File: config.mk
export PLATFORM = sky130hd
export DESIGN_NAME = wmv_ram
export DESIGN_NICKNAME = d
export VERILOG_FILES = /design/src/sv/assert_macros.svh /design/src/sv/wmv_ram.sv
export SDC_FILE = /design/constraint.sdc
export NUM_CORES = 1
export LEC_CHECK = 0
export BUFFER_PORTS_ARGS = -buffer_cell sky130_fd_sc_hd__buf_2
export CORE_MARGIN = 4
export CORE_UTILIZATION = 65
export CTS_CLUSTER_SIZE = 30
export DETAILED_ROUTE_END_ITERATION = 10
export GPL_TIMING_DRIVEN = 1
export HOLD_SLACK_MARGIN = 0.15
export MAX_ROUTING_LAYER = met4
export PLACE_DENSITY = 0.86
export SYNTH_ARGS = -nofsm -noshare
export SYNTH_HDL_FRONTEND = slang
export SYNTH_SLANG_ARGS = --single-unit
File: constraint.sdc
create_clock -name i_clk -period 3.2 [get_ports i_clk]
set_clock_uncertainty 0.05 [all_clocks]
set_input_delay 0.32 -clock i_clk [delete_from_list [all_inputs] [get_ports i_clk]]
set_output_delay 0.32 -clock i_clk [all_outputs]
set_load 0.03 [all_outputs]
File: src/sv/assert_macros.svh
// assertion helpers
`ifndef ASSERT_MACROS_SVH
`define ASSERT_MACROS_SVH

`ifndef SYNTHESIS
`define ASSERT_PROP(lbl, clk, rst_n, prop, msg) \
    lbl: assert property (@(posedge clk) disable iff (!rst_n) prop) else $error(msg);
`define ASSERT_NEVER(lbl, clk, rst_n, expr, msg) \
    lbl: assert property (@(posedge clk) disable iff (!rst_n) !(expr)) else $error(msg);
`else
`define ASSERT_PROP(lbl, clk, rst_n, prop, msg)
`define ASSERT_NEVER(lbl, clk, rst_n, expr, msg)
`endif

`endif

File: src/sv/wmv_ram.sv
module wmv_ram #(
    parameter int WIDTH = 8,
    parameter int DEPTH = 16
) (
    input  logic                     i_clk,
    input  logic                     i_wr_en,
    input  logic [$clog2(DEPTH)-1:0] i_wr_addr,
    input  logic [WIDTH-1:0]         i_wr_data,
    input  logic                     i_rd_en,
    input  logic [$clog2(DEPTH)-1:0] i_rd_addr,
    output logic [WIDTH-1:0]         o_rd_data
);
    logic [WIDTH-1:0] r_mem [DEPTH];
    logic [WIDTH-1:0] r_rd_data;

    always_ff @(posedge i_clk) begin
        if (i_wr_en) begin
            r_mem[i_wr_addr] <= i_wr_data;
        end
        if (i_rd_en) begin
            r_rd_data <= r_mem[i_rd_addr];
        end
    end

    assign o_rd_data = r_rd_data;
endmodule

==> metrics.md <==
| Metric | Value |
|---|---|
| CTS tree | `done` |
| CTS Sinks | `136` |
| Number of synthesized flops with an enable pin | `136` |
| CTS buffer count | `17` |
| Worst-margin pin slew | `1.032 ns` |
| Sw frac | `21.33%` |
| IO Count | `27` |
| Post-Syn Nets | `248` |
| Router iterations before antenna repair | `5` |
| Largest net degree at the start of global routing | `33` |
| Biggest area consumer among synthesized cells | `edfxtp_1` |
| Syn_area_per_cell | `22.83 sq um` |
| Int Pwr | `0.003276 W` |
| Slew Limit Fails | `0` |
| Via count of the first global-routing pass | `2,786` |
| CP Class | `primary input to register` |
| Prevailing post-synth register cell | `edfxtp_1` |
| Power share of the combinational group | `4.9%` |
| Maximum buffer depth of the clock tree | `2` |
| P_sw | `0.0008885 W` |
| Hold Path Class | `primary input to register` |
| VDD IR max | `0.5165 mV` |
| DR vias | `2,623` |
| Post-route clock period utilization | `55.63%` |
| Status | `finished clean` |
| Post-Syn Area | `5228 sq um` |
| Clk_lat worst skew | `0.51 ns` |
| Unrepaired setup endpoints after global routing | `false` |
| Reg clk slew, reported paths | `0.06 ns` |
| Initial antenna violation count | `0` |
| DIE WIDTH | `97.68 microns` |
| Crit-path cells | `buf_2 > buf_12 > mux4_1 > a22oi_1 > nand2_1` |
| Antenna Nets Post-Route | `0` |
| Crit-path max cell delay | `0.60 ns` |
| Fmax achieved | `561.7 MHz` |
| Wire length of the first global-routing pass | `17,500 microns` |
| Setup tns final | `0 ns` |
| Pwr/cell area | `678.8 nW/um^2` |
| Util after Layout | `78.99%` |
| Commonest cells in the netlist | `edfxtp_1 (136), mux4_2 (18), a22oi_1 (16)` |
| Drt wl/cell | `29.22 microns` |
| Worst path required time | `3.39 ns` |
| Critical-path maximum fanout | `20` |
| Post-CTS sizing | `0` |
| CP max-delay cell | `mux4_1` |
| Gpl congestion | `0.7600` |
| Async SR Flop Fraction | `0%` |
| Initial core utilization | `67.30%` |
| Count of final setup violators | `0` |
| Post-synthesis sequential area ratio | `78.12%` |
| Final wirelength | `11,510 microns` |
| Area Overhead vs Synth | `17.38%` |
| Hold Path Stages | `3` |
| Top post-synthesis cells by area | `edfxtp_1 (78%), mux4_2 (7.8%), mux4_1 (7.0%)` |
| CP endpoint kind | `register` |
| Routed vias/inst | `6.657` |
| Drc violations | `0` |
| Crit path launch | `i_rd_addr[0]` |
| Post-CTS setup buffers | `0` |
| Library cells used by synthesis | `18` |
| Static Leak | `2.065 nW` |
| Sequential share of power | `48.6%` |
| Seq cells post-synth | `136` |
| Slew HR | `30.98%` |
| IO Port Bufs | `26` |
| Register-to-Register Path Depth | `3` |
| Die span in y | `97.68 microns` |
| Crit start category | `primary input` |
| GRT overflow | `0` |
| All-Layer GR Usage | `26.90%` |
| Clock root buffer | `clkbuf_8` |
| Hold Buf Count CTS | `9` |
| Share of layout cells above drive strength 1 | `28.08%` |
| Worst path arrival time | `1.97 ns` |
| Final nets | `298` |
| Die area | `9541 sq um` |
| R2r endpoint | `o_rd_data[1]$_DFFE_PP_` |
| Drt initial violations | `295` |
| Crit path time final | `1.780 ns` |
| Diode count | `0` |
| Post-DP HPWL | `6063 microns` |
| Yosys warnings | `0` |
| R2R setup slack | `1.57 ns` |
| CORE AREA | `7767 sq um` |
| Clock network fraction of design power | `46.5%` |
| Cells after Synth | `229` |
| Worst Setup EP | `o_rd_data[5]$_DFFE_PP_` |
| Htree depth | `4` |
| Reg2reg start | `r_mem[1][1]$_DFFE_PP_` |
| Max-Cap Viols | `0` |
| Synth top area share | `78.12%` |
| Top-count cell post-synth | `edfxtp_1` |
| Final Hold Fails | `0` |
| Hold_sp | `i_wr_addr[0]` |
| Row Count | `32` |
==> power by group through the flow <==
stage | combinational (W) | clock, W | sequential (W)
3_5_place_dp | 0.000191 | 0 | 0.00206
4_1_cts | 0.000206 | 0.00195 | 0.00202
3_3_place_gp | 0.000185 | 0 | 0.00205
5_1_grt | 0.000221 | 0.00205 | 0.00202
2_1_floorplan | 0.000101 | 0 | 0.00207
6_report | 0.000205 | 0.00194 | 0.00202
==> worst min-delay path by stage <==
stage,endpoint
6_report,r_mem[0][5]$_DFFE_PP_
5_1_grt,r_mem[8][2]$_DFFE_PP_
4_1_cts,r_mem[0][5]$_DFFE_PP_
3_5_place_dp,o_rd_data[2]$_DFFE_PP_
3_3_place_gp,r_mem[3][3]$_DFFE_PP_
2_1_floorplan,r_mem[0][0]$_DFFE_PP_
==> per-stage QoR <==
stage | instances | area [sq um] | total power [W] | hold WS [ns] | setup WS, ns
global placement | 353 | 5456 | 0.002238 | 0.6539 | 0.9897
floorplan | 229 | 5228 | 0.002171 | 0.3689 | 1.337
CTS | 394 | 6136 | 0.004175 | 0.3050 | 1.450
finish | 394 | 6136 | 0.004165 | 0.3283 | 1.420
global route | 394 | 6136 | 0.004295 | 0.3347 | 1.351
detailed placement | 353 | 5456 | 0.002247 | 0.6632 | 0.9768
==> logic make-up after synthesis <==
| family | synth area share (%) |
|---|---|
| AO/OA/AOI/OAI | 2.298 |
| multiplexers | 14.79 |
| AND/OR/NAND/NOR | 3.136 |
| buffers and inverters | 1.651 |
| flip-flops | 78.12 |
==> flip-flops by register name, summed over array words and instances, names as in the netlist <==
signal,count
o_rd_data,8
r_mem,128
==> layout by cell type, fill, tap and decap left out <==
cell           instances
edfxtp_1             136
buf_2                 26
mux4_2                18
a22oi_1               16
clkbuf_16             16
mux4_1                14
nor2_1                13
nand2_1                9
dlygate4sd3_1          9
buf_4                  5
nor3_1                 4
clkinvlp_4             3
clkinv_2               3
inv_6                  3
bufinv_16              3
nand3b_1               2
nand2b_1               2
clkinv_4               2
nor2b_1                1
and2_1                 1
and2b_1                1
nand3_1                1
or3b_2                 1
clkbuf_8               1
clkinv_1               1
buf_12                 1
==> per-layer routing <==
metal  wire length [microns]  part of all wire, %  GRT usage, %
met2                    6024                   52         41.70
met3                     911                  7.9         6.963
met4                     343                  3.0         10.86
met5                       0                    0             -
met1                    4231                   37         34.60
==> critical path, delay by kind of cell <==
kind | cells | cell delay (ns)
muxes | 1 | 0.60
buffers and inverters | 2 | 0.65
and+or+nand+nor | 1 | 0.14
AOI/OAI and AO/OA | 1 | 0.25
==> cell type report <==
type	count	area, sq um
Clock buffer	17	414.1
Clock inverter	15	175.2
Fill cell	380	1632
Multi-Input combinational cell	83	1057
Sequential cell	136	4084
Tap cell	102	127.6
Timing Repair Buffer	41	277.8
No activity file was read; power rests on OpenSTA's default activity.
