$ cat src/sv/assert_macros.svh
// assertion helpers
`ifndef ASSERT_MACROS_SVH
`define ASSERT_MACROS_SVH

`ifndef SYNTHESIS
`define ASSERT_PROP(lbl, clk, rst_n, prop, msg) \
    lbl: assert property (@(posedge clk) disable iff (!rst_n) prop) else $error(msg);
`define ASSERT_NEVER(lbl, clk, rst_n, expr, msg) \
    lbl: assert property (@(posedge clk) disable iff (!rst_n) !(expr)) else $error(msg);
`else
`define ASSERT_PROP(lbl, clk, rst_n, prop, msg)
`define ASSERT_NEVER(lbl, clk, rst_n, expr, msg)
`endif

`endif

$ cat src/sv/wmv_jobq.sv
module wmv_jobq #(
    parameter int WIDTH = 8
) (
    input  logic             i_clk,
    input  logic             i_rst_n,
    input  logic             i_push,
    input  logic [WIDTH-1:0] i_data,
    input  logic             i_pop,
    output logic             o_valid,
    output logic [WIDTH-1:0] o_data
);
    logic [WIDTH-1:0] r_data [2];
    logic             r_rd;
    logic             r_wr;
    logic [1:0]       r_cnt;

    assign o_valid = r_cnt != 2'd0;
    assign o_data  = r_data[r_rd];

    always_ff @(posedge i_clk) begin
        if (i_push) begin
            r_data[r_wr] <= i_data;
        end
    end

    always_ff @(posedge i_clk) begin
        if (!i_rst_n) begin
            r_rd  <= 1'b0;
            r_wr  <= 1'b0;
            r_cnt <= 2'd0;
        end else begin
            if (i_push) begin
                r_wr <= !r_wr;
            end
            if (i_pop) begin
                r_rd <= !r_rd;
            end
            r_cnt <= r_cnt + {1'b0, i_push} - {1'b0, i_pop};
        end
    end
endmodule

$ cat config.mk
export PLATFORM = sky130hd
export DESIGN_NAME = wmv_jobq
export DESIGN_NICKNAME = d
export VERILOG_FILES = /design/src/sv/assert_macros.svh /design/src/sv/wmv_jobq.sv
export SDC_FILE = /design/constraint.sdc
export NUM_CORES = 1
export LEC_CHECK = 0
export BUFFER_PORTS_ARGS = -buffer_cell sky130_fd_sc_hd__clkbuf_2
export CAP_MARGIN = 10
export CELL_PAD_IN_SITES_DETAIL_PLACEMENT = 0
export CELL_PAD_IN_SITES_GLOBAL_PLACEMENT = 2
export CORE_MARGIN = 8
export CORE_UTILIZATION = 34
export DETAILED_ROUTE_END_ITERATION = 8
export GPL_TIMING_DRIVEN = 0
export PLACE_DENSITY = 0.72
export SYNTH_ARGS = -nofsm -noshare
export SYNTH_HDL_FRONTEND = slang
export SYNTH_SLANG_ARGS = --single-unit
$ cat constraint.sdc
create_clock -name i_clk -period 1.4 [get_ports i_clk]
set_input_delay 0.14 -clock i_clk [delete_from_list [all_inputs] [get_ports i_clk]]
set_output_delay 0.14 -clock i_clk [all_outputs]
set_load 0.02 [all_outputs]
==> flow_metrics.env, run 1 <==
export IMPL_synth_distinct_cells=13
export IMPL_p_leak_nw=0.443
export IMPL_regArea_um2=582
export IMPL_max_cap_violations=0
export IMPL_crit_slowest_cell="dfxtp_2"
export IMPL_vias_per_cell=4.41
export IMPL_status="finished, final reports clean"
export IMPL_n_fill_cell=206
export IMPL_clk_latency_ns=0.29
export IMPL_rows=17
export IMPL_ys_seq_area_frac=0.726
export IMPL_worst_pin_slew_ns=0.458
export IMPL_core_area_um2=2210
export IMPL_cts_made_buffers=3
export IMPL_die_y_um=64.5
export IMPL_cp_top_family="flip-flops"
export IMPL_hold_viol=0
export IMPL_grt_pass1_vias=461
export IMPL_dieArea_um2=4160
export IMPL_end_kind="primary output"
export IMPL_min_path_type="in2reg"
export IMPL_clk_pin_slew_worst_paths_ns=0.11
export IMPL_drv_slew=0
export IMPL_drc=0
export IMPL_grtUsageTotal=0.0678
export IMPL_setup_viol=0
export IMPL_power_w=0.00130
export IMPL_die_x_um=64.5
export IMPL_required_ns=1.26
export IMPL_yosys_warnings=0
export IMPL_antenna_found_initial=0
export IMPL_min_period_ns=1.37
export IMPL_ir_drop_uv=643
export IMPL_initial_core_util=0.361
export IMPL_final_common_cell="edfxtp_1"
export IMPL_antenna_cells=0
export IMPL_wl_per_cell_um=13.1
export IMPL_slew_limit_headroom=0.693
export IMPL_crit_type="reg2out"
export IMPL_design_area_um2=1060
export IMPL_utilization=0.480
export IMPL_drt_iter0_markers=4
export IMPL_critPathMostFrequentCell="buf_8"
export IMPL_syn_to_final_growth_pct=32.9
export IMPL_path_depth=3
export IMPL_rsz0062_at_grt="true"
export IMPL_holdPathStages=1
export IMPL_crit_arrival_ns=1.23
export IMPL_routabilityCongestion=0.668
export IMPL_crit_buf_inv=2
export IMPL_grt_pass1_wl_mm=2.12
export IMPL_syn_area_um2=800
export IMPL_port_buffers=20
export IMPL_layout_drive_gt1_share=0.522
export IMPL_nets=84
export IMPL_fin_worst_skew_ns=0.00390
export IMPL_drt_total_wl_mm=1.28
export IMPL_place_area_um2=935
export IMPL_grt_max_degree=12
export IMPL_grt_ovfl_total=0
export IMPL_fmax_mhz=729
export IMPL_cts_tree="done"
export IMPL_slowest_delay_ns=0.35
export IMPL_crit_chain="buf_8 -> mux2_4 -> buf_8"
export IMPL_synth_seq_cells=21
export IMPL_io_pins=21
export IMPL_clk_path_buf_depth=2
export IMPL_vias=428
export IMPL_htree_levels=1
export IMPL_period_share=0.980
export IMPL_drt_pass1_iterations=2
export IMPL_mostFrequentLayoutCells="edfxtp_1, clkbuf_2, mux2_4"
export IMPL_multiInputGateArea_um2=239
export IMPL_r2r_cells=6
export IMPL_crit_fanout=8
export IMPL_syn_nets=59
export IMPL_root_buffer="clkbuf_4"
export IMPL_postSynthAreaPerCell_um2=17.8
export IMPL_postCtsHoldBufs=0
export IMPL_reg2reg_slack_ns=0.20
export IMPL_power_density_nw_per_um2=1220
export IMPL_postRouteAntennaNets=0
export IMPL_netlist_instances=45
export IMPL_cts_sinks=21
export IMPL_start_kind="flop"
==> logic make-up (layout without fill, tap and decap cells) <==
family | after synthesis | count (layout) | share of synthesized area
flip-flops | 21 | 21 | 0.726
adder cells (fa/ha/maj) | 2 | 2 | 0.0313
XOR/XNOR | 2 | 2 | 0.0391
AND/OR/NAND/NOR | 8 | 8 | 0.0657
AO/OA/AOI/OAI | 1 | 1 | 0.00939
multiplexers | 8 | 8 | 0.113
buffers and inverters | 3 | 27 | 0.0156
==> state kept, by name, indices dropped and copies added (netlist names), named ones only <==
signal,count
r_wr,1
r_data,16
r_cnt,2
r_rd,1
==> routing by layer <==
metal	vias up	track usage	routed length, um
li1	211	-	-
met1	200	0.0681	541
met2	13	0.104	614
met3	4	0.0172	55
met4	0	0.0817	63
met5	-	0	0
==> area by class of cell <==
class / count / area share
well taps: 28 / 0.0330
plain buffers: 1 / 0.0141
inverters: 2 / 0.00707
repair buffers: 20 / 0.148
multi-input cells: 21 / 0.225
clock buffers: 4 / 0.0247
flip-flops and latches: 21 / 0.548
==> worst reg2reg max path: stages (launching register included) <==
cell and delay [ns]:
dfxtp_1 0.34, inv_1 0.04, ha_1 0.26, inv_1 0.05
ha_1 0.14, xnor3_1 0.22, nor2b_2 0.10
==> power by group <==
part | internal, W | switching (W) | leakage, nW | total [W]
clock network | 0.000111 | 0.000169 | 0.0150 | 0.000280
logic | 0.000160 | 0.000122 | 0.236 | 0.000282
registers | 0.000718 | 0.0000170 | 0.192 | 0.000735
total | 0.000989 | 0.000308 | 0.443 | 0.00130
==> what timing repair did <==
action,CTS,global route
endpoints found under the hold margin,0,0
pin swaps,0,0
resized for setup,9,28
setup endpoints to repair,8,13
buffers inserted,0,0
==> final timing paths <==
check             from            to
max               flop     o_data[6]
min          i_data[4]  r_data[1][4]
max reg2reg   r_cnt[0]      r_cnt[1]
min reg2reg       r_rd          flop
==> cells in the mapped netlist <==
cell      number  area, um^2
xor2_1         1        8.76
o21a_1         1        7.51
buf_2          1        5.00
nor2b_1        2        12.5
and2_1         4        25.0
inv_1          2        7.51
edfxtp_1      16         480
ha_1           2        25.0
dfxtp_1        5         100
mux2_2         8        90.1
or2_2          1        6.26
xnor3_1        1        22.5
nor2b_2        1        8.76
==> metrics by stage <==
step	instances	hold WS (ns)	worst slack, ns	setup TNS [ns]
floorplan	45	0.239	0.264	0
global placement	93	0.329	0.0318	0
detailed placement	93	0.334	0.0826	0
CTS	97	0.0153	-0.0221	-0.117
global route	97	0.00379	-0.0247	-0.137
finish	97	0.0256	0.0275	0
Note: power is estimated with default switching activity, not from simulation.
==> run 2: changes to the inputs <==
- CELL_PAD_IN_SITES_DETAIL_PLACEMENT: 0 -> 1
- CELL_PAD_IN_SITES_GLOBAL_PLACEMENT: 2 -> 1
- CORE_UTILIZATION: 34 -> 40
- CTS_CLUSTER_SIZE: unset -> 14
==> run 2 against run 1 <==
Effect of this change:
- count of clock-buffer cells in the layout unchanged
- combinational power shrank 4%
- setup slack lost 0.0086 ns
- critical path depth is the same
- sequential share of layout area increased by 1.2 points
- non-clock buffer count did not move
- die area fell by 11%
- wire length increased by 2.4%
- total power down 1.5%
- register-to-register slack got worse by 0.07 ns
- cell count fell by 1.0%
==> flow_metrics.env, run 2 (synthesis gave the netlist of run 1 again) <==
export IMPL_status="finished, final reports clean"
export IMPL_final_common_cell="edfxtp_1"
export IMPL_p_leak_nw=0.425
export IMPL_worst_pin_slew_ns=0.744
export IMPL_mostFrequentLayoutCells="edfxtp_1, clkbuf_2, buf_6"
export IMPL_grt_pass1_wl_mm=2.00
export IMPL_dieArea_um2=3690
export IMPL_ir_drop_uv=686
export IMPL_postCtsHoldBufs=0
export IMPL_drt_total_wl_mm=1.31
export IMPL_n_fill_cell=202
export IMPL_p_sw_frac=0.233
export IMPL_power_w=0.00128
export IMPL_cts_sinks=21
export IMPL_vias=426
export IMPL_start_kind="flop"
export IMPL_p_sw_w=0.000297
export IMPL_core_area_um2=1920
export IMPL_grtUsageTotal=0.0767
export IMPL_port_buffers=20
export IMPL_fmax_mhz=724
export IMPL_layout_drive_gt1_share=0.507
export IMPL_wl_per_cell_um=13.6
export IMPL_p_clk_frac=0.212
export IMPL_max_cap_violations=0
export IMPL_rows=16
export IMPL_hold_viol=0
export IMPL_multiInputGateArea_um2=221
export IMPL_tns_ns=0
export IMPL_antenna_cells=0
export IMPL_min_path_type="in2reg"
export IMPL_postRouteAntennaNets=0
export IMPL_min_period_ns=1.38
export IMPL_die_y_um=60.7
export IMPL_clk_pin_slew_worst_paths_ns=0.10
export IMPL_post_cts_buffers=0
export IMPL_regArea_um2=582
export IMPL_p_int_w=0.000980
export IMPL_initial_core_util=0.416
export IMPL_required_ns=1.26
export IMPL_cts_repair_resized=5
export IMPL_largest_registers="r_data: 16 flops, r_cnt: 2 flops"
export IMPL_drt_iter0_markers=10
export IMPL_timing_hold_ws_ns=0.0359
export IMPL_antenna_found_initial=0
export IMPL_clk_latency_ns=0.29
export IMPL_rsz0062_at_grt="true"
export IMPL_end_kind="primary output"
export IMPL_drc=0
export IMPL_cts_tree="done"
export IMPL_regMostFlops="r_data"
export IMPL_utilization=0.541
export IMPL_drt_pass1_iterations=4
export IMPL_crit_type="reg2out"
export IMPL_largest_reg_flops=16
export IMPL_slew_limit_headroom=0.503
export IMPL_syn_to_final_growth_pct=30.0
export IMPL_io_pins=21
export IMPL_htree_levels=1
export IMPL_period_share=0.986
export IMPL_root_buffer="clkbuf_4"
export IMPL_cts_made_buffers=3
export IMPL_p_seq_frac=0.576
export IMPL_crit_fanout=8
export IMPL_clk_path_buf_depth=2
export IMPL_drv_slew=0
export IMPL_setup_viol=0
export IMPL_grt_ovfl_total=0
export IMPL_vias_per_cell=4.44
export IMPL_combPwrFrac=0.212
export IMPL_crit_arrival_ns=1.24
export IMPL_fin_worst_skew_ns=0.00163
export IMPL_die_x_um=60.7
export IMPL_nets=84
export IMPL_grt_max_degree=12
export IMPL_power_density_nw_per_um2=1230
export IMPL_grt_pass1_vias=462
export IMPL_routabilityCongestion=0.655
[run 2: changes by cell type in the layout (fill, tap and decap cells not counted)]
cell	previous run	this run
nor2b_2	2	1
nor2b_1	1	2
buf_8	3	2
buf_6	6	7
mux2_2	0	4
mux2_4	8	4
[run 2: final timing paths]
kind                                start      endpoint  slack, ns  cells past startpoint
worst max-delay path                 flop     o_data[4]       0.02                      3
worst min-delay path            i_data[1]  r_data[1][1]       0.04                      1
worst max register to register       r_wr  r_data[0][4]       0.13                      1
worst min register to register       r_rd          flop       0.59                      2
[run 2: layout make-up]
class,instances,share of cell area
Sequential cell,21,0.560
Multi-Input combinational cell,21,0.213
Timing Repair Buffer,20,0.148
Tap cell,27,0.0325
Clock buffer,4,0.0253
Buffer,1,0.0144
Inverter,2,0.00722
[run 2: stage by stage]
stage | cell area (um^2) | worst slack (ns) | cells
after floorplan | 800 | 0.264 | 45
after global placement | 933 | 0.0794 | 92
after detailed placement | 933 | 0.0964 | 92
after CTS | 976 | -0.0156 | 96
after global routing | 1040 | -0.0377 | 96
final | 1040 | 0.0189 | 96
[run 2: worst max-delay path, stage by stage, from the launching register on]
cell,delay [ns]
dfxtp_2,0.35
buf_8,0.13
mux2_2,0.35
buf_6,0.13
[run 2: power groups by stage]
stage | Clock (W) | Sequential (W) | Combinational (W)
floorplan | 0 | 0.000743 | 0.000158
global placement | 0 | 0.000745 | 0.000220
detailed placement | 0 | 0.000749 | 0.000228
CTS | 0.000283 | 0.000736 | 0.000237
global route | 0.000305 | 0.000740 | 0.000296
finish | 0.000270 | 0.000736 | 0.000271
[run 2: per-layer routing]
metal  up-vias  track usage  wire length, um
met1       202       0.0678              466
met2        13        0.136              715
met3         2       0.0360              112
met4         0       0.0498               11
met5         -            0                0
li1        209            -                -
