File: src/sv/assert_macros.svh
// assertion helpers
`ifndef ASSERT_MACROS_SVH
`define ASSERT_MACROS_SVH

`ifndef SYNTHESIS
`define ASSERT_PROP(lbl, clk, rst_n, prop, msg) \
    lbl: assert property (@(posedge clk) disable iff (!rst_n) prop) else $error(msg);
`define ASSERT_NEVER(lbl, clk, rst_n, expr, msg) \
    lbl: assert property (@(posedge clk) disable iff (!rst_n) !(expr)) else $error(msg);
`else
`define ASSERT_PROP(lbl, clk, rst_n, prop, msg)
`define ASSERT_NEVER(lbl, clk, rst_n, expr, msg)
`endif

`endif

File: src/sv/wmv_pkg.sv
package wmv_pkg;

    localparam int MAX_ITEMS_DEF   = 1024;
    localparam int WEIGHT_BITS_DEF = 16;

    localparam int SAMPLE_W    = 32;
    localparam int WEIGHT_IN_W = 16;
    localparam int CFG_W       = 26;
    localparam int STATUS_W    = 2;
    localparam int MEAN_W      = 32;
    localparam int VAR_W       = 64;
    localparam int WSUM_W      = 64;
    localparam int QUOT_W      = 64;

    localparam logic [CFG_W-1:0] MIN_WSUM_RESET = 26'd1;

    typedef enum logic [STATUS_W-1:0] {
        ST_OK         = 2'd0,
        ST_LOW_WEIGHT = 2'd1,
        ST_OVERFLOW   = 2'd2
    } t_status;

    typedef enum logic [2:0] {
        B_IDLE,
        B_CHECK,
        B_MDIV,
        B_PASS,
        B_VDIV,
        B_EMIT
    } t_bstate;

endpackage

File: src/sv/wmv_in_if.sv
interface wmv_in_if;
    logic                                valid;
    logic                                ready;
    logic signed [wmv_pkg::SAMPLE_W-1:0] sample;
    logic [wmv_pkg::WEIGHT_IN_W-1:0]     weight;
    logic                                last;

    modport source (output valid, output sample, output weight, output last, input ready);
    modport sink   (input valid, input sample, input weight, input last, output ready);
endinterface

File: src/sv/wmv_front.sv
module wmv_front #(
    parameter int MAX_ITEMS   = wmv_pkg::MAX_ITEMS_DEF,
    parameter int WEIGHT_BITS = wmv_pkg::WEIGHT_BITS_DEF,
    localparam int CNT_W  = $clog2(MAX_ITEMS + 1),
    localparam int ADDR_W = $clog2(MAX_ITEMS),
    localparam int WT_W   = WEIGHT_BITS + CNT_W,
    localparam int ENT_W  = wmv_pkg::SAMPLE_W + WEIGHT_BITS
) (
    input  logic                       i_clk,
    input  logic                       i_rst_n,
    wmv_in_if.sink                     i_in,
    input  logic                       i_done,
    output logic                       o_wr_en,
    output logic [ADDR_W-1:0]          o_wr_addr,
    output logic [ENT_W-1:0]           o_wr_data,
    output logic                       o_push,
    output logic [CNT_W-1:0]           o_job_cnt,
    output logic [WT_W-1:0]            o_job_wt,
    output logic [wmv_pkg::WSUM_W-1:0] o_job_wsum,
    output logic                       o_job_ovf
);
    localparam int PROD_W = wmv_pkg::SAMPLE_W + WEIGHT_BITS + 1;
    localparam int WSUM_W = wmv_pkg::WSUM_W;

    logic                       r_busy;
    logic [CNT_W-1:0]           r_cnt;
    logic [WT_W-1:0]            r_wt;
    logic [WSUM_W-1:0]          r_wsum;
    logic [WSUM_W-1:0]          n_wsum;
    logic                       r_ovf;
    logic                       r_p_vld;
    logic                       r_p_last;
    logic signed [PROD_W-1:0]   r_prod;

    logic                             accept;
    logic                             room;
    logic                             store;
    logic [WEIGHT_BITS+wmv_pkg::WEIGHT_IN_W-1:0] w_ext;
    logic [WEIGHT_BITS-1:0]           w;
    logic signed [PROD_W-1:0]         prod;

    assign i_in.ready = !r_busy;
    assign accept     = i_in.valid && !r_busy;
    assign room       = r_cnt < CNT_W'(MAX_ITEMS);
    assign store      = accept && room;
    assign w_ext      = {{WEIGHT_BITS{1'b0}}, i_in.weight};
    assign w          = w_ext[WEIGHT_BITS-1:0];
    assign prod       = PROD_W'(i_in.sample) * $signed({1'b0, w});

    assign o_wr_en   = store;
    assign o_wr_addr = r_cnt[ADDR_W-1:0];
    assign o_wr_data = {i_in.sample, w};

    always_comb begin
        n_wsum = r_wsum;
        if (r_p_vld) begin
            n_wsum = r_wsum + {{(WSUM_W-PROD_W){r_prod[PROD_W-1]}}, r_prod};
        end
    end

    assign o_push     = r_p_last;
    assign o_job_cnt  = r_cnt;
    assign o_job_wt   = r_wt;
    assign o_job_wsum = n_wsum;
    assign o_job_ovf  = r_ovf;

    always_ff @(posedge i_clk) begin
        r_prod <= prod;
    end

    always_ff @(posedge i_clk) begin
        if (!i_rst_n) begin
            r_busy   <= 1'b0;
            r_cnt    <= '0;
            r_wt     <= '0;
            r_wsum   <= '0;
            r_ovf    <= 1'b0;
            r_p_vld  <= 1'b0;
            r_p_last <= 1'b0;
        end else begin
            r_p_vld  <= store;
            r_p_last <= accept && i_in.last;
            if (accept && i_in.last) begin
                r_busy <= 1'b1;
            end else if (i_done) begin
                r_busy <= 1'b0;
            end
            if (r_p_last) begin
                r_cnt  <= '0;
                r_wt   <= '0;
                r_wsum <= '0;
                r_ovf  <= 1'b0;
            end else begin
                r_wsum <= n_wsum;
                if (store) begin
                    r_cnt <= r_cnt + 1'b1;
                    r_wt  <= r_wt + WT_W'(w);
                end
                if (accept && !room) begin
                    r_ovf <= 1'b1;
                end
            end
        end
    end
endmodule

File: src/flat_wrapper.sv
// flat-port wrapper written by rule: the top's interface ports become plain ports
module wmv_front_flat 
#(
    parameter int MAX_ITEMS   = wmv_pkg::MAX_ITEMS_DEF,
    parameter int WEIGHT_BITS = wmv_pkg::WEIGHT_BITS_DEF,
    localparam int CNT_W  = $clog2(MAX_ITEMS + 1),
    localparam int ADDR_W = $clog2(MAX_ITEMS),
    localparam int WT_W   = WEIGHT_BITS + CNT_W,
    localparam int ENT_W  = wmv_pkg::SAMPLE_W + WEIGHT_BITS
)
  (i_clk, i_rst_n, i_done, o_wr_en, o_wr_addr, o_wr_data, o_push, o_job_cnt, o_job_wt, o_job_wsum, o_job_ovf, i_in_valid, i_in_sample, i_in_weight, i_in_last, i_in_ready);
  wmv_in_if i_in_i ();
  input  logic i_clk;
  input  logic i_rst_n;
  input  logic i_done;
  output logic o_wr_en;
  output logic [ADDR_W-1:0] o_wr_addr;
  output logic [ENT_W-1:0] o_wr_data;
  output logic o_push;
  output logic [CNT_W-1:0] o_job_cnt;
  output logic [WT_W-1:0] o_job_wt;
  output logic [wmv_pkg::WSUM_W-1:0] o_job_wsum;
  output logic o_job_ovf;
  input wire logic [$bits(i_in_i.valid)-1:0] i_in_valid;
  input wire logic [$bits(i_in_i.sample)-1:0] i_in_sample;
  input wire logic [$bits(i_in_i.weight)-1:0] i_in_weight;
  input wire logic [$bits(i_in_i.last)-1:0] i_in_last;
  output wire logic [$bits(i_in_i.ready)-1:0] i_in_ready;
  assign i_in_i.valid = i_in_valid;
  assign i_in_i.sample = i_in_sample;
  assign i_in_i.weight = i_in_weight;
  assign i_in_i.last = i_in_last;
  assign i_in_ready = i_in_i.ready;
  wmv_front #(.MAX_ITEMS(MAX_ITEMS), .WEIGHT_BITS(WEIGHT_BITS)) u_core (.i_clk(i_clk), .i_rst_n(i_rst_n), .i_in(i_in_i), .i_done(i_done), .o_wr_en(o_wr_en), .o_wr_addr(o_wr_addr), .o_wr_data(o_wr_data), .o_push(o_push), .o_job_cnt(o_job_cnt), .o_job_wt(o_job_wt), .o_job_wsum(o_job_wsum), .o_job_ovf(o_job_ovf));
endmodule
File: config.mk
export PLATFORM = sky130hd
export DESIGN_NAME = wmv_front_flat
export DESIGN_NICKNAME = d
export VERILOG_FILES = /design/src/sv/assert_macros.svh /design/src/sv/wmv_pkg.sv /design/src/sv/wmv_in_if.sv /design/src/sv/wmv_front.sv /design/src/flat_wrapper.sv
export SDC_FILE = /design/constraint.sdc
export NUM_CORES = 2
export LEC_CHECK = 0
export BUFFER_PORTS_ARGS = -buffer_cell sky130_fd_sc_hd__buf_4
export CAP_MARGIN = 15
export CORE_MARGIN = 2
export CORE_UTILIZATION = 57
export CTS_CLUSTER_DIAMETER = 30
export DETAILED_ROUTE_END_ITERATION = 7
export GPL_ROUTABILITY_DRIVEN = 0
export HOLD_SLACK_MARGIN = 0.06
export PLACE_DENSITY = 0.87
export RECOVER_POWER = 100
export SYNTH_ARGS = -nofsm -noshare
export SYNTH_HDL_FRONTEND = slang
export SYNTH_SLANG_ARGS = --single-unit
File: constraint.sdc
create_clock -name i_clk -period 6.9 [get_ports i_clk]
set_input_delay 1.38 -clock i_clk [delete_from_list [all_inputs] [get_ports i_clk]]
set_output_delay 1.38 -clock i_clk [all_outputs]
set_load 0.05 [all_outputs]
==> metrics.json <==
{
  "status": {
    "run_status": "finished with violations",
    "failed_checks": "capacitance limit, slew limit, setup timing"
  },
  "clocking": {
    "cts.root.buffer_cell": "clkbuf_16",
    "clock_tree.buffer_depth": 2,
    "htreeDepth": 4,
    "holdBufCountCts": 0,
    "cts-buffers-inserted": 17,
    "clkSinkCount": 155,
    "insertion_delay_ps": 450,
    "path_clk_slew_ps": 80,
    "clock_tree_from_tritoncts": "done"
  },
  "timing": {
    "unrepaired_setup_endpoints_after_global_routing": "true",
    "finalWorstSetupSlack_ps": -105,
    "fin_worst_skew_ps": 13.4,
    "normalized_max_slew_margin_pct": -57.5,
    "max_clock_freq_mhz": 143,
    "hold_slack_ps": 482,
    "tightest_slew_ps": 2360,
    "final_period_minus_worst_setup_slack_ps": 7000,
    "final_slew_violations": 94,
    "fin_crit_sh_pct": 102,
    "timing.final.setup_violations": 1,
    "final_hold_viol_count": 0
  },
  "critical_path": {
    "crit_required_ps": 7250,
    "cp.arrival_ps": 7360,
    "timing.rr.start": "u_core.o_job_cnt[10]",
    "crit_family": "adder cells",
    "reg2reg_to": "u_core.o_job_wt[25]",
    "crit_path_start_kind": "input port",
    "timing.critical_path.fanout_max": 8,
    "crit_slowest_cell": "fa_1",
    "worst_r2r_path_depth": 9,
    "worst_setup_path_end_kind": "flip-flop",
    "crit_buf_inv": 7,
    "timing_worst_setup_path_type": "in -> reg",
    "critical-path-max-stage-delay_ps": 530,
    "ff2ff_setup_slack_ps": 3170
  },
  "place": {
    "dp_hpwl_um": 63600,
    "placed_cells_incl_taps": 4184,
    "place.port_buffers": 216
  },
  "synthesis": {
    "netlist_instances": 3274,
    "synth_seq_cells": 155,
    "netlist_area_sq_um": 28200,
    "net_count_of_the_mapped_netlist": 4015,
    "synth.avg_cell_area_sq_um": 8.61,
    "synth-main-ff-cell": "dfxtp_1",
    "yosys.area.top_type": "fa_1",
    "postSynth.asyncResetShare_pct": 0,
    "yosysWarningCount": 0,
    "synth_top_area_share_pct": 34.9,
    "synth_edf_count": 0,
    "synth.distinct_cells": 85,
    "synth.area.top_cells": "fa_1 35%, dfxtp_1 11%, ha_1 8.7%",
    "ys_seq_area_share_pct": 11.0
  },
  "die": {
    "floorplan.rows": 81,
    "design.portCount": 217,
    "floorplan.initialDensity_pct": 57.7,
    "dieHeight_um": 226,
    "die-width_um": 226,
    "coreArea_sq_um": 48800,
    "design.die.area_sq_um": 51300
  },
  "worst_hold_path": {
    "hp-class": "reg -> reg",
    "hold_start": "u_core.o_job_wt[6]",
    "hold-path-endpoint": "u_core.o_job_wt[6]",
    "worst_hold_path.num_cells": 2
  },
  "cells_and_area": {
    "final_common_cell": "inv_1",
    "stdcell_count": 4222,
    "area_delta_synth_final_pct": 13.7,
    "layout.cells.most_common_list": "612 x inv_1, 481 x fa_1, 423 x nand2_1",
    "antenna_cells_inserted": 0,
    "post-route-util_pct": 65.6,
    "net_count_of_the_finished_layout": 4286,
    "drive_gt1_share_pct": 14.4
  },
  "route": {
    "via_count": 24100,
    "viasPerCell": 5.70,
    "route.detailed.wl_per_inst_um": 19.1,
    "topRoutingLayerUsed": "met4",
    "detailedRoute.firstPassIterationCount": 7,
    "drc": 0,
    "drtIter0Drc": 2137,
    "final_antenna_net_count": 0,
    "route.met2.wl_um": 38500,
    "wl_um": 80500,
    "drt-met1-wl_um": 30700,
    "met3_length_um": 7570
  },
  "grt": {
    "grt_pass1_vias": 24500,
    "antenna_found_initial": 0,
    "grt_pass1_wl_um": 124000,
    "track_usage_pct": 30.7,
    "grt_start_max_net_pins": 86,
    "globalRoute.totalOverflow": 0
  },
  "job": {
    "max_cap_viol_count": 2
  }
}
cells by family after synthesis:
| family | Yosys count | share of synthesized area (%) |
|---|---|---|
| buffers and inverters | 817 | 11.9 |
| xor gates and xnor gates | 122 | 3.79 |
| adders and majority gates | 688 | 43.6 |
| and+or+nand+nor | 998 | 17.5 |
| AOI/OAI and AO/OA | 448 | 10.3 |
| muxes | 46 | 1.81 |
| DFF | 155 | 11.0 |
flip-flops by register name, indices dropped and copies added (netlist names):
signal            cells
u_core.r_busy         1
u_core.o_job_cnt     11
u_core.o_push         1
u_core.r_wsum        64
u_core.r_prod        49
u_core.o_job_ovf      1
u_core.o_job_wt      27
u_core.r_p_vld        1
synthesized netlist by cell type (4+ instances only):
master,number
a211oi_1,12
a21boi_0,4
a21o_1,75
a21oi_1,165
a22oi_1,4
a31o_2,4
a31oi_1,17
and2_1,284
and3_1,14
and4_1,6
buf_4,59
buf_6,6
clkbuf_1,130
dfxtp_1,155
fa_1,491
ha_1,197
inv_1,615
mux2_2,39
mux2i_1,7
nand2_1,423
nand2b_1,13
nand3_1,41
nand3b_1,4
nand4_1,33
nand4b_1,4
nor2_1,95
nor2b_1,23
nor3_1,21
nor3b_1,4
o211ai_1,7
o21a_1,22
o21ai_0,62
o21bai_1,21
o31ai_1,7
or3_1,15
xnor2_1,76
xor2_1,46
final cells by class:
cell class | instances | area, sq um
Clock buffer | 18 | 439
Fill cell | 3652 | 16800
Sequential cell | 155 | 3110
Inverter | 617 | 2320
Multi-Input combinational cell | 2302 | 22000
Timing Repair Buffer | 452 | 3210
Clock inverter | 14 | 145
Tap cell | 664 | 831
worst register-to-register path, stage by stage, from the launching register on:
cell and delay [ps]:
dfxtp_1 390, nand2b_1 670, clkinv_1 530, clkbuf_1 470
nand3_1 240, nor2_1 70, o21ai_0 220, a21boi_0 680
o21ai_0 240, a21oi_1 160
layer usage:
layer	global-route usage (%)	vias to the layer above
met4	12.3	0
li1	-	10700
met1	39.6	11800
met5	0	-
met3	5.22	282
met2	51.4	1279
how the worst max path moves through the flow:
stage	end	slack (ps)	depth (start not counted)	start
2_1_floorplan	u_core.r_prod[38]	-190	24	i_in_sample[14]
3_3_place_gp	u_core.r_prod[38]	-290	22	i_in_weight[2]
3_5_place_dp	u_core.r_prod[38]	-460	22	i_in_weight[2]
4_1_cts	u_core.r_prod[38]	20	22	i_in_weight[2]
5_1_grt	u_core.r_prod[47]	-230	25	i_in_sample[5]
6_report	u_core.r_prod[47]	-100	25	i_in_sample[5]
timing repair:
action / CTS / global route
gates resized for setup: 1 / 63
setup endpoints to repair: 1 / 14
buffers inserted: 0 / 5
pin swaps: 0 / 29
cloned: 0 / 1
endpoints found under the hold margin: 0 / 0
through the flow:
stage | TNS [ps] | setup WS (ps) | instance area, sq um
after CTS | 0 | 16.4 | 32000
after floorplan | -193 | -193 | 28300
final | -105 | -105 | 32000
after global routing | -803 | -228 | 32000
after global placement | -2240 | -290 | 31400
after detailed placement | -4630 | -463 | 31400
Power is not shown: default switching activity piles up to over one toggle a cycle in this logic, so the estimate is an artifact.
